`config.mk`:
```
export PLATFORM = sky130hd
export DESIGN_NAME = vibration_event_detector
export DESIGN_NICKNAME = d
export VERILOG_FILES = /design/src/ved_pkg.sv /design/src/vibration_event_detector.sv /design/src/ved_mag.sv
export VERILOG_INCLUDE_DIRS = /design/src /design/src/src
export SDC_FILE = /design/constraint.sdc
export NUM_CORES = 2
export LEC_CHECK = 0
export BUFFER_PORTS_ARGS = -buffer_cell sky130_fd_sc_hd__clkbuf_2
export CAP_MARGIN = 20
export CORE_UTILIZATION = 40
export DETAILED_ROUTE_END_ITERATION = 10
export GPL_TIMING_DRIVEN = 0
export PLACE_DENSITY = 0.68
export SLEW_MARGIN = 20
export SYNTH_ARGS = -nofsm -noshare
export SYNTH_HDL_FRONTEND = slang
export SYNTH_SLANG_ARGS = --single-unit
```
`constraint.sdc`:
```
create_clock -name i_clk -period 12.3 [get_ports i_clk]
set_input_delay 0.615 -clock i_clk [delete_from_list [all_inputs] [get_ports i_clk]]
set_output_delay 0.615 -clock i_clk [all_outputs]
set_load 0.01 [all_outputs]
```
`src/vibration_event_detector_assert.svh`:
```
// Assertion macros used by the vibration event detector top level.
`ifndef VIBRATION_EVENT_DETECTOR_ASSERT_SVH
`define VIBRATION_EVENT_DETECTOR_ASSERT_SVH

// same-cycle implication under active-low reset
`define VED_ASSERT_IMP(label, clk, rst_n, ante, cons) \
    label: assert property (@(posedge clk) disable iff (!rst_n) (ante) |-> (cons)) \
        else $error("same-cycle check failed");

// next-cycle implication under active-low reset
`define VED_ASSERT_NEXT(label, clk, rst_n, ante, cons) \
    label: assert property (@(posedge clk) disable iff (!rst_n) (ante) |=> (cons)) \
        else $error("next-cycle check failed");

`endif

```
`src/ved_pkg.sv`:
```
// Types and constants of the vibration event detector.
package ved_pkg;

    localparam int TIME_W      = 32;
    localparam int MAG_OUT_W   = 20;
    localparam int CFG_IDX_W   = 8;
    localparam int CFG_DATA_W  = 32;
    localparam int LEVEL_W     = 19;
    localparam int DELTA_W     = 20;
    localparam int IN_TUSER_W  = 3;
    localparam int OUT_TUSER_W = 6;
    localparam int OUT_TDATA_W = ((TIME_W + MAG_OUT_W + 7) / 8) * 8;

    // input tuser bits
    localparam int U_MOTION = 0;
    localparam int U_ABORT  = 1;
    localparam int U_BUSY   = 2;

    // output tuser bits
    localparam int U_LOG    = 0;
    localparam int U_START  = 1;
    localparam int U_FIN    = 2;
    localparam int U_REASON = 3;
    localparam int U_SETTLE = 5;

    localparam logic [1:0] REASON_SETTLED = 2'd0;
    localparam logic [1:0] REASON_TIMEOUT = 2'd1;
    localparam logic [1:0] REASON_REJECT  = 2'd2;
    localparam logic [1:0] REASON_ABORT   = 2'd3;

    localparam logic [CFG_IDX_W-1:0] CFG_TRIGGER   = 8'd0;
    localparam logic [CFG_IDX_W-1:0] CFG_SDELTA    = 8'd1;
    localparam logic [CFG_IDX_W-1:0] CFG_STIME     = 8'd2;
    localparam logic [CFG_IDX_W-1:0] CFG_MIN_EVENT = 8'd3;
    localparam logic [CFG_IDX_W-1:0] CFG_MAX_EVENT = 8'd4;
    localparam logic [CFG_IDX_W-1:0] CFG_REJECT    = 8'd5;

    localparam logic [LEVEL_W-1:0] RST_TRIGGER   = 19'd12800;
    localparam logic [DELTA_W-1:0] RST_SDELTA    = 20'd2560;
    localparam logic [TIME_W-1:0]  RST_STIME     = 32'd3000;
    localparam logic [TIME_W-1:0]  RST_MIN_EVENT = 32'd3000;
    localparam logic [TIME_W-1:0]  RST_MAX_EVENT = 32'd900000;
    localparam logic [LEVEL_W-1:0] RST_REJECT    = 19'd486400;

    typedef enum logic [1:0] {
        S_IDLE,
        S_MAG,
        S_DECIDE
    } t_state;

    typedef enum logic [1:0] {
        M_IDLE,
        M_SQ,
        M_ROOT
    } t_mag_state;

endpackage

```
`src/vibration_event_detector.sv`:
```
// Vibration event detector top level: sample intake, event sequencer, result register.
//
// Input stream (s): one item per accelerometer sample, three signed axes and a
// millisecond timestamp in tdata, the motion, abort and busy flags in tuser.
// Output stream (m): exactly one item per input item, in order, giving the
// magnitude, logging and event start/finish flags with the end reason.
// Config channel: a write of index and data, always ready; write it only
// while no item is in flight.
// Flow: a new item is taken once the previous one has reached the output
// register. The magnitude unit sets the pace: one shared squarer over the three
// axes, then a square root that resolves one result bit per cycle.
// Reset: synchronous, active low; clears event state, restores register
// defaults and empties the output register.
// Stall: the finished item waits in the output register; the next item is
// accepted and processed meanwhile and holds in its decision step until the
// output register frees.
`include "vibration_event_detector_assert.svh"

module vibration_event_detector #(
    parameter int SAMPLE_BITS = 20
) (
    input  logic                                                   i_clk,
    input  logic                                                   i_rst_n,
    input  logic                                                   i_s_tvalid,
    output logic                                                   o_s_tready,
    // accel_x, accel_y, accel_z, time_ms, zero pad
    input  logic [((3*SAMPLE_BITS+ved_pkg::TIME_W+7)/8)*8-1:0]     i_s_tdata,
    // hw_motion, abort_req, store_busy
    input  logic [ved_pkg::IN_TUSER_W-1:0]                         i_s_tuser,
    output logic                                                   o_m_tvalid,
    input  logic                                                   i_m_tready,
    // rel_time_ms, magnitude, zero pad
    output logic [ved_pkg::OUT_TDATA_W-1:0]                        o_m_tdata,
    // log_sample, event_started, event_finished, end_reason, settling
    output logic [ved_pkg::OUT_TUSER_W-1:0]                        o_m_tuser,
    input  logic                                                   i_cfg_valid,
    output logic                                                   o_cfg_ready,
    input  logic [ved_pkg::CFG_IDX_W-1:0]                          i_cfg_index,
    input  logic [ved_pkg::CFG_DATA_W-1:0]                         i_cfg_data
);
    import ved_pkg::*;

    localparam int SB = SAMPLE_BITS;
    localparam int TW = (SB + 1 > 22) ? SB + 1 : 22;
    localparam int DW = (SB > DELTA_W) ? SB : DELTA_W;
    localparam int AW = (SB > LEVEL_W) ? SB : LEVEL_W;

    t_state r_state, n_state;

    logic [LEVEL_W-1:0] r_trig;
    logic [DELTA_W-1:0] r_sdelta;
    logic [TIME_W-1:0]  r_stime;
    logic [TIME_W-1:0]  r_minev;
    logic [TIME_W-1:0]  r_maxev;
    logic [LEVEL_W-1:0] r_reject;

    logic [TIME_W-1:0]  r_time;
    logic               r_motion;
    logic               r_abort;
    logic               r_busy;

    logic               r_acq, n_acq;
    logic [TIME_W-1:0]  r_evt_start, n_evt_start;
    logic [TIME_W-1:0]  r_set_start, n_set_start;
    logic               r_in_settle, n_in_settle;
    logic [SB-1:0]      r_last_mag, n_last_mag;
    logic               r_last_valid, n_last_valid;

    logic                   r_out_valid, n_out_valid;
    logic [OUT_TDATA_W-1:0] r_out_data, n_out_data;
    logic [OUT_TUSER_W-1:0] r_out_user, n_out_user;

    logic              w_accept;
    logic              w_slot;
    logic              w_mag_done;
    logic [SB-1:0]     w_mag;
    logic [SB-1:0]     w_abs [3];
    logic [TIME_W-1:0] w_elapsed;
    logic              w_trig;
    logic [DW-1:0]     w_delta;
    logic              w_quiet;
    logic [TIME_W-1:0] w_sst;
    logic              w_settled;
    logic              w_reject;

    logic              w_log;
    logic [TIME_W-1:0] w_rel;
    logic              w_started;
    logic              w_fin;
    logic [1:0]        w_reason;
    logic              w_settling;

    assign o_s_tready  = (r_state == S_IDLE);
    assign o_cfg_ready = 1'b1;
    assign w_accept    = i_s_tvalid && o_s_tready;
    assign w_slot      = !r_out_valid || i_m_tready;

    ved_mag #(
        .SAMPLE_BITS(SAMPLE_BITS)
    ) u_mag (
        .i_clk   (i_clk),
        .i_rst_n (i_rst_n),
        .i_start (w_accept),
        .i_x     (i_s_tdata[SB-1:0]),
        .i_y     (i_s_tdata[2*SB-1:SB]),
        .i_z     (i_s_tdata[3*SB-1:2*SB]),
        .o_done  (w_mag_done),
        .o_mag   (w_mag),
        .o_abs   (w_abs)
    );

    always_ff @(posedge i_clk) begin
        if (!i_rst_n) begin
            r_trig   <= RST_TRIGGER;
            r_sdelta <= RST_SDELTA;
            r_stime  <= RST_STIME;
            r_minev  <= RST_MIN_EVENT;
            r_maxev  <= RST_MAX_EVENT;
            r_reject <= RST_REJECT;
        end else if (i_cfg_valid) begin
            unique case (i_cfg_index)
                CFG_TRIGGER:   r_trig   <= i_cfg_data[LEVEL_W-1:0];
                CFG_SDELTA:    r_sdelta <= i_cfg_data[DELTA_W-1:0];
                CFG_STIME:     r_stime  <= i_cfg_data[TIME_W-1:0];
                CFG_MIN_EVENT: r_minev  <= i_cfg_data[TIME_W-1:0];
                CFG_MAX_EVENT: r_maxev  <= i_cfg_data[TIME_W-1:0];
                CFG_REJECT:    r_reject <= i_cfg_data[LEVEL_W-1:0];
                default: ;
            endcase
        end
    end

    always_ff @(posedge i_clk) begin
        if (w_accept) begin
            r_time   <= i_s_tdata[3*SB +: TIME_W];
            r_motion <= i_s_tuser[U_MOTION];
            r_abort  <= i_s_tuser[U_ABORT];
            r_busy   <= i_s_tuser[U_BUSY];
        end
    end

    always_ff @(posedge i_clk) begin
        if (!i_rst_n) begin
            r_state      <= S_IDLE;
            r_acq        <= 1'b0;
            r_evt_start  <= '0;
            r_set_start  <= '0;
            r_in_settle  <= 1'b0;
            r_last_mag   <= '0;
            r_last_valid <= 1'b0;
            r_out_valid  <= 1'b0;
        end else begin
            r_state      <= n_state;
            r_acq        <= n_acq;
            r_evt_start  <= n_evt_start;
            r_set_start  <= n_set_start;
            r_in_settle  <= n_in_settle;
            r_last_mag   <= n_last_mag;
            r_last_valid <= n_last_valid;
            r_out_valid  <= n_out_valid;
        end
        r_out_data <= n_out_data;
        r_out_user <= n_out_user;
    end

    assign w_elapsed = r_time - r_evt_start;
    assign w_trig    = r_motion ||
                       ((TW'(w_mag) << 1) > ((TW'(r_trig) << 2) + TW'(r_trig)));
    assign w_delta   = !r_last_valid ? '0 :
                       (w_mag > r_last_mag) ? DW'(w_mag - r_last_mag)
                                            : DW'(r_last_mag - w_mag);
    assign w_quiet   = w_delta < DW'(r_sdelta);
    assign w_sst     = (w_quiet && !r_in_settle) ? r_time : r_set_start;
    assign w_settled = w_quiet && ((r_time - w_sst) > r_stime) && (w_elapsed > r_minev);
    assign w_reject  = (AW'(w_abs[0]) > AW'(r_reject)) ||
                       (AW'(w_abs[1]) > AW'(r_reject)) ||
                       (AW'(w_abs[2]) > AW'(r_reject));

    always_comb begin
        n_state      = r_state;
        n_acq        = r_acq;
        n_evt_start  = r_evt_start;
        n_set_start  = r_set_start;
        n_in_settle  = r_in_settle;
        n_last_mag   = r_last_mag;
        n_last_valid = r_last_valid;
        n_out_valid  = r_out_valid && !i_m_tready;
        n_out_data   = r_out_data;
        n_out_user   = r_out_user;
        w_log        = 1'b0;
        w_rel        = '0;
        w_started    = 1'b0;
        w_fin        = 1'b0;
        w_reason     = REASON_SETTLED;
        w_settling   = 1'b0;
        unique case (r_state)
            S_IDLE: begin
                if (w_accept) begin
                    n_state = S_MAG;
                end
            end
            S_MAG: begin
                if (w_mag_done) begin
                    n_state = S_DECIDE;
                end
            end
            S_DECIDE: begin
                if (w_slot) begin
                    n_state = S_IDLE;
                    if (!r_acq) begin
                        if (w_trig && !r_abort && !r_busy) begin
                            n_acq        = 1'b1;
                            n_evt_start  = r_time;
                            n_set_start  = '0;
                            n_in_settle  = 1'b0;
                            n_last_valid = 1'b0;
                            n_last_mag   = '0;
                            w_started    = 1'b1;
                        end
                    end else if (w_elapsed >= r_maxev) begin
                        n_acq    = 1'b0;
                        w_fin    = 1'b1;
                        w_reason = REASON_TIMEOUT;
                    end else if (r_abort) begin
                        n_acq    = 1'b0;
                        w_fin    = 1'b1;
                        w_reason = REASON_ABORT;
                    end else begin
                        w_log        = 1'b1;
                        w_rel        = w_elapsed;
                        n_in_settle  = w_quiet;
                        n_set_start  = w_sst;
                        n_last_mag   = w_mag;
                        n_last_valid = 1'b1;
                        w_settling   = w_quiet;
                        if (w_reject) begin
                            n_acq    = 1'b0;
                            w_fin    = 1'b1;
                            w_reason = REASON_REJECT;
                        end else if (w_settled) begin
                            n_acq    = 1'b0;
                            w_fin    = 1'b1;
                            w_reason = REASON_SETTLED;
                        end
                    end
                    n_out_valid                       = 1'b1;
                    n_out_data                        = '0;
                    n_out_data[TIME_W-1:0]            = w_rel;
                    n_out_data[TIME_W +: MAG_OUT_W]   = MAG_OUT_W'(w_mag);
                    n_out_user[U_LOG]                 = w_log;
                    n_out_user[U_START]               = w_started;
                    n_out_user[U_FIN]                 = w_fin;
                    n_out_user[U_REASON +: 2]         = w_reason;
                    n_out_user[U_SETTLE]              = w_settling;
                end
            end
            default: n_state = S_IDLE;
        endcase
    end

    assign o_m_tvalid = r_out_valid;
    assign o_m_tdata  = r_out_data;
    assign o_m_tuser  = r_out_user;

    `VED_ASSERT_IMP(a_rel_zero_unlogged, i_clk, i_rst_n,
                    r_out_valid && !r_out_user[U_LOG], r_out_data[TIME_W-1:0] == '0)
    `VED_ASSERT_IMP(a_reason_needs_fin, i_clk, i_rst_n,
                    r_out_valid && !r_out_user[U_FIN],
                    r_out_user[U_REASON +: 2] == REASON_SETTLED)
    `VED_ASSERT_IMP(a_start_alone, i_clk, i_rst_n,
                    r_out_valid && r_out_user[U_START], !r_out_user[U_LOG] && !r_out_user[U_FIN])
    `VED_ASSERT_NEXT(a_busy_after_accept, i_clk, i_rst_n, w_accept, !o_s_tready)
    `VED_ASSERT_IMP(a_done_while_waiting, i_clk, i_rst_n, w_mag_done, r_state == S_MAG)

endmodule

```
`src/ved_mag.sv`:
```
// Magnitude unit: shared squarer with accumulator, then bit-serial square root.
module ved_mag #(
    parameter int SAMPLE_BITS = 20
) (
    input  logic                          i_clk,
    input  logic                          i_rst_n,
    input  logic                          i_start,
    input  logic signed [SAMPLE_BITS-1:0] i_x,
    input  logic signed [SAMPLE_BITS-1:0] i_y,
    input  logic signed [SAMPLE_BITS-1:0] i_z,
    output logic                          o_done,
    output logic        [SAMPLE_BITS-1:0] o_mag,
    output logic        [SAMPLE_BITS-1:0] o_abs [3]
);
    import ved_pkg::*;

    localparam int PW = 2 * SAMPLE_BITS;
    localparam int RW = SAMPLE_BITS + 2;
    localparam int CW = $clog2(SAMPLE_BITS);

    t_mag_state r_state, n_state;
    logic [SAMPLE_BITS-1:0] r_abs [3];
    logic [SAMPLE_BITS-1:0] n_abs [3];
    logic [1:0]             r_idx, n_idx;
    logic [CW-1:0]          r_cnt, n_cnt;
    logic [PW-1:0]          r_acc, n_acc;
    logic [PW-1:0]          r_prod, n_prod;
    logic [PW-1:0]          r_rad, n_rad;
    logic [RW-1:0]          r_rem, n_rem;
    logic [SAMPLE_BITS-1:0] r_root, n_root;
    logic                   r_done, n_done;

    logic [SAMPLE_BITS-1:0] w_op;
    logic [PW-1:0]          w_prod;
    logic [RW-1:0]          w_sh;
    logic [RW-1:0]          w_trial;
    logic                   w_ge;

    function automatic logic [SAMPLE_BITS-1:0] f_abs(input logic signed [SAMPLE_BITS-1:0] v);
        logic [SAMPLE_BITS-1:0] u;
        u = $unsigned(v);
        f_abs = v[SAMPLE_BITS-1] ? (~u + SAMPLE_BITS'(1)) : u;
    endfunction

    always_comb begin
        unique case (r_idx)
            2'd0:    w_op = r_abs[0];
            2'd1:    w_op = r_abs[1];
            default: w_op = r_abs[2];
        endcase
    end

    assign w_prod  = PW'(w_op) * PW'(w_op);
    assign w_sh    = {r_rem[SAMPLE_BITS-1:0], r_rad[PW-1 -: 2]};
    assign w_trial = {r_root, 2'b01};
    assign w_ge    = (w_sh >= w_trial);

    always_ff @(posedge i_clk) begin
        if (!i_rst_n) begin
            r_state <= M_IDLE;
            r_done  <= 1'b0;
        end else begin
            r_state <= n_state;
            r_done  <= n_done;
        end
        r_abs  <= n_abs;
        r_idx  <= n_idx;
        r_cnt  <= n_cnt;
        r_acc  <= n_acc;
        r_prod <= n_prod;
        r_rad  <= n_rad;
        r_rem  <= n_rem;
        r_root <= n_root;
    end

    always_comb begin
        n_state = r_state;
        n_abs   = r_abs;
        n_idx   = r_idx;
        n_cnt   = r_cnt;
        n_acc   = r_acc;
        n_prod  = r_prod;
        n_rad   = r_rad;
        n_rem   = r_rem;
        n_root  = r_root;
        n_done  = 1'b0;
        unique case (r_state)
            M_IDLE: begin
                if (i_start) begin
                    n_abs[0] = f_abs(i_x);
                    n_abs[1] = f_abs(i_y);
                    n_abs[2] = f_abs(i_z);
                    n_acc    = '0;
                    n_idx    = '0;
                    n_state  = M_SQ;
                end
            end
            M_SQ: begin
                n_prod = w_prod;
                n_idx  = r_idx + 2'd1;
                if (r_idx != 2'd0) begin
                    n_acc = r_acc + r_prod;
                end
                if (r_idx == 2'd3) begin
                    n_rad   = r_acc + r_prod;
                    n_rem   = '0;
                    n_root  = '0;
                    n_cnt   = CW'(SAMPLE_BITS - 1);
                    n_state = M_ROOT;
                end
            end
            M_ROOT: begin
                n_rad  = r_rad << 2;
                n_rem  = w_ge ? (w_sh - w_trial) : w_sh;
                n_root = {r_root[SAMPLE_BITS-2:0], w_ge};
                if (r_cnt == '0) begin
                    n_done  = 1'b1;
                    n_state = M_IDLE;
                end else begin
                    n_cnt = r_cnt - CW'(1);
                end
            end
            default: n_state = M_IDLE;
        endcase
    end

    assign o_done = r_done;
    assign o_mag  = r_root;
    assign o_abs  = r_abs;

endmodule

```
==> metrics.cfg <==
[run_status]
status=completed

[clocking]
numCtsBuffers=66
clock_latency_ns=0.65
max-clock-path-buffers=3
h-tree-depth=3
cts.sinks=566
clk_pin_slew_ns=0.06
cts_root_buf=clkbuf_16
cts_tree=built

[logic_synthesis]
yosysWarnings=0
synth.largest_area_cell=edfxtp_1
synth-main-ff-cell=edfxtp_1
ys_ff_latch=566
synth_most_common_cell=inv_1
synth_common_cells=inv_1 (617), nand2_1 (540), ha_1 (525), nor2_1 (351), edfxtp_1 (319)
syn_inst=4997
synth_area_leaders=edfxtp_1 (21%), ha_1 (14%), fa_1 (12%)
synth-edff-count=319
yosysTopAreaCellShare_pct=20.6
syn_avg_cell_area_um2=9.30
synth_seq_area_share_pct=31.2
ys_async_sr_fraction_pct=0
ys_types=78
syn_area_mm2=0.0465

[timing]
slew_headroom_pct=34.6
drv_slew=0
max_freq_mhz=87.6
worst_slew_pin_slew_ns=0.982
finClkSkew_ns=0.0480
min_period_ns=11.42
rsz0062_at_grt=no
totalNegativeSetupSlack_ns=0
finalCritPeriodShare_pct=92.8
finalSetupViolCount=0
timing.final.hold_violations=0
worst_slack_ns=0.882

[placed_design]
pre_cts_ws_ns=0.535
dp_hpwl_mm=106
port_buffers=197
gp_congestion=0.933

[setup_path]
cpMaxStageDelayCell=edfxtp_1
path_class=reg2reg
rr_startpoint=u_mag.o_mag[0]
endpoint_kind=flip-flop
cp.required_ns=12.81
crit_arrival_ns=11.93
start_kind=flip-flop
rr_worst_depth=45
slowest_delay_ns=0.49
worstSetupStartpoint=u_mag.o_mag[0]
crit_fanout=10

[floorplanning]
start_util_pct=40.5
die_w_um=343
dieArea_mm2=0.118
fp.dieH_um=343
core_mm2=0.115
ios=209
rows=124

[layout]
multi_input_area_mm2=0.0289
fin_nets=6232
seq_area_mm2=0.0145
n_fill_cell=11000
final_util_pct=45.3
syn_to_final_growth_pct=11.8
drive_gt1_share_pct=7.54

[route]
viasPerCell=5.43
remaining_drc_errors=0
drt_first_pass_iters=7
wl_per_cell_um=19.3
drt-initial-drc-count=2907
ant_nets=0
vias=37200
wl_mm=132

[global_routing]
antenna_found_initial=6
grt-ovfl-total=0
grt_max_degree=61
grt_pass1_vias=37000
grt_pass1_wl_mm=207
grt.total_usage_pct=22.5

[min_path]
min-delay-start=i_s_tdata[91]
hp-class=in2reg
worstHoldPathCells=1

[flow_run]
maxCapViolCount=0

## cell usage in the layout (no fill, tap or decap), types with 33 or more instances in the layout
cell and count:
a21boi_0 146, a21o_1 138, a21oi_1 226, and2_1 33, and3_1 45, clkbuf_1 156, clkbuf_16 69, clkbuf_2 198
dfxtp_1 247, edfxtp_1 319, fa_1 285, ha_1 524, inv_1 616, mux2i_1 88, nand2_1 540, nand2b_1 52
nand3_1 134, nand4_1 76, nor2_1 350, nor2b_1 83, nor3_1 48, o211ai_1 51, o21a_1 38, o21ai_0 177
o221ai_1 36, xnor2_1 162, xor2_1 70
## stage by stage
stage | cell area (µm²) | std cells | hold slack (ns)
6_report | 52000 | 6845 | 0.144
5_1_grt | 52000 | 6844 | 0.118
4_1_cts | 51900 | 6840 | 0.109
3_5_place_dp | 49700 | 6720 | 0.457
3_3_place_gp | 49400 | 6709 | 0.450
2_1_floorplan | 46500 | 5000 | 0.440
## per-layer routing
| metal | vias up | wire length [µm] | global-route usage (%) |
|---|---|---|---|
| met1 | 17900 | 57900 | 30.7 |
| met4 | 6 | 3910 | 6.57 |
| li1 | 17700 | - | - |
| met5 | - | 39 | 0 |
| met2 | 1287 | 60100 | 36.8 |
| met3 | 238 | 9850 | 3.52 |
## final timing paths
check	end	slack, ns
setup / recovery	o_m_tuser[2]	0.88
hold / removal	r_time[31]	0.14
setup reg to reg	o_m_tuser[2]	0.88
hold reg to reg	r_minev[13]	0.46
## kinds of logic (layout without fill, tap and decap cells)
group	after synthesis	count (layout)	share of synthesized area, %
muxes	100	100	2.19
xor gates and xnor gates	232	232	4.37
buffers and inverters	816	1146	6.78
and+or+nand+nor	1447	1447	14.3
DFF	566	566	31.2
other	2	8	0.0162
adders and majority gates	810	810	26.4
AOI/OAI and AO/OA	1024	1024	14.7
## area by class of cell
type,instances,share of cell area [%]
Multi-Input combinational cell,3618,55.6
Buffer,188,1.53
Clock inverter,32,0.638
Clock buffer,88,3.64
Inverter,628,4.54
Tap cell,1512,3.64
Antenna cell,3,0.0144
Sequential cell,566,28.0
Timing Repair Buffer,210,2.44
## worst max-delay path: cells and delay by family (launching register included)
family	cells	cell delay, ns
AO/OA/AOI/OAI	18	4.53
adder cells (fa/ha/maj)	5	1.59
flip-flops	1	0.49
multiplexers	2	0.27
AND/OR/NAND/NOR	11	2.55
XOR/XNOR	1	0.15
buffers and inverters	8	1.67
## state kept, by name, summed over array words and instances, names as in the netlist, 5 cells and up
signal,flops
r_sdelta,20
u_mag.r_cnt,5
r_evt_start,32
r_maxev,32
r_set_start,32
u_mag.r_acc,40
r_trig,19
r_minev,32
u_mag.r_rad,40
o_m_tdata,52
u_mag.r_rem,20
u_mag.o_abs,60
r_reject,19
r_time,32
u_mag.r_prod,39
r_last_mag,20
o_m_tuser,6
r_stime,32
u_mag.o_mag,20
## timing repair
action                     CTS  global route
buffers inserted             0             2
hold buffers                 0             0
resized for setup            0             2
setup endpoints to repair    0             2
Power is not shown: default switching activity piles up to over one toggle a cycle in this logic, so the estimate is an artifact.
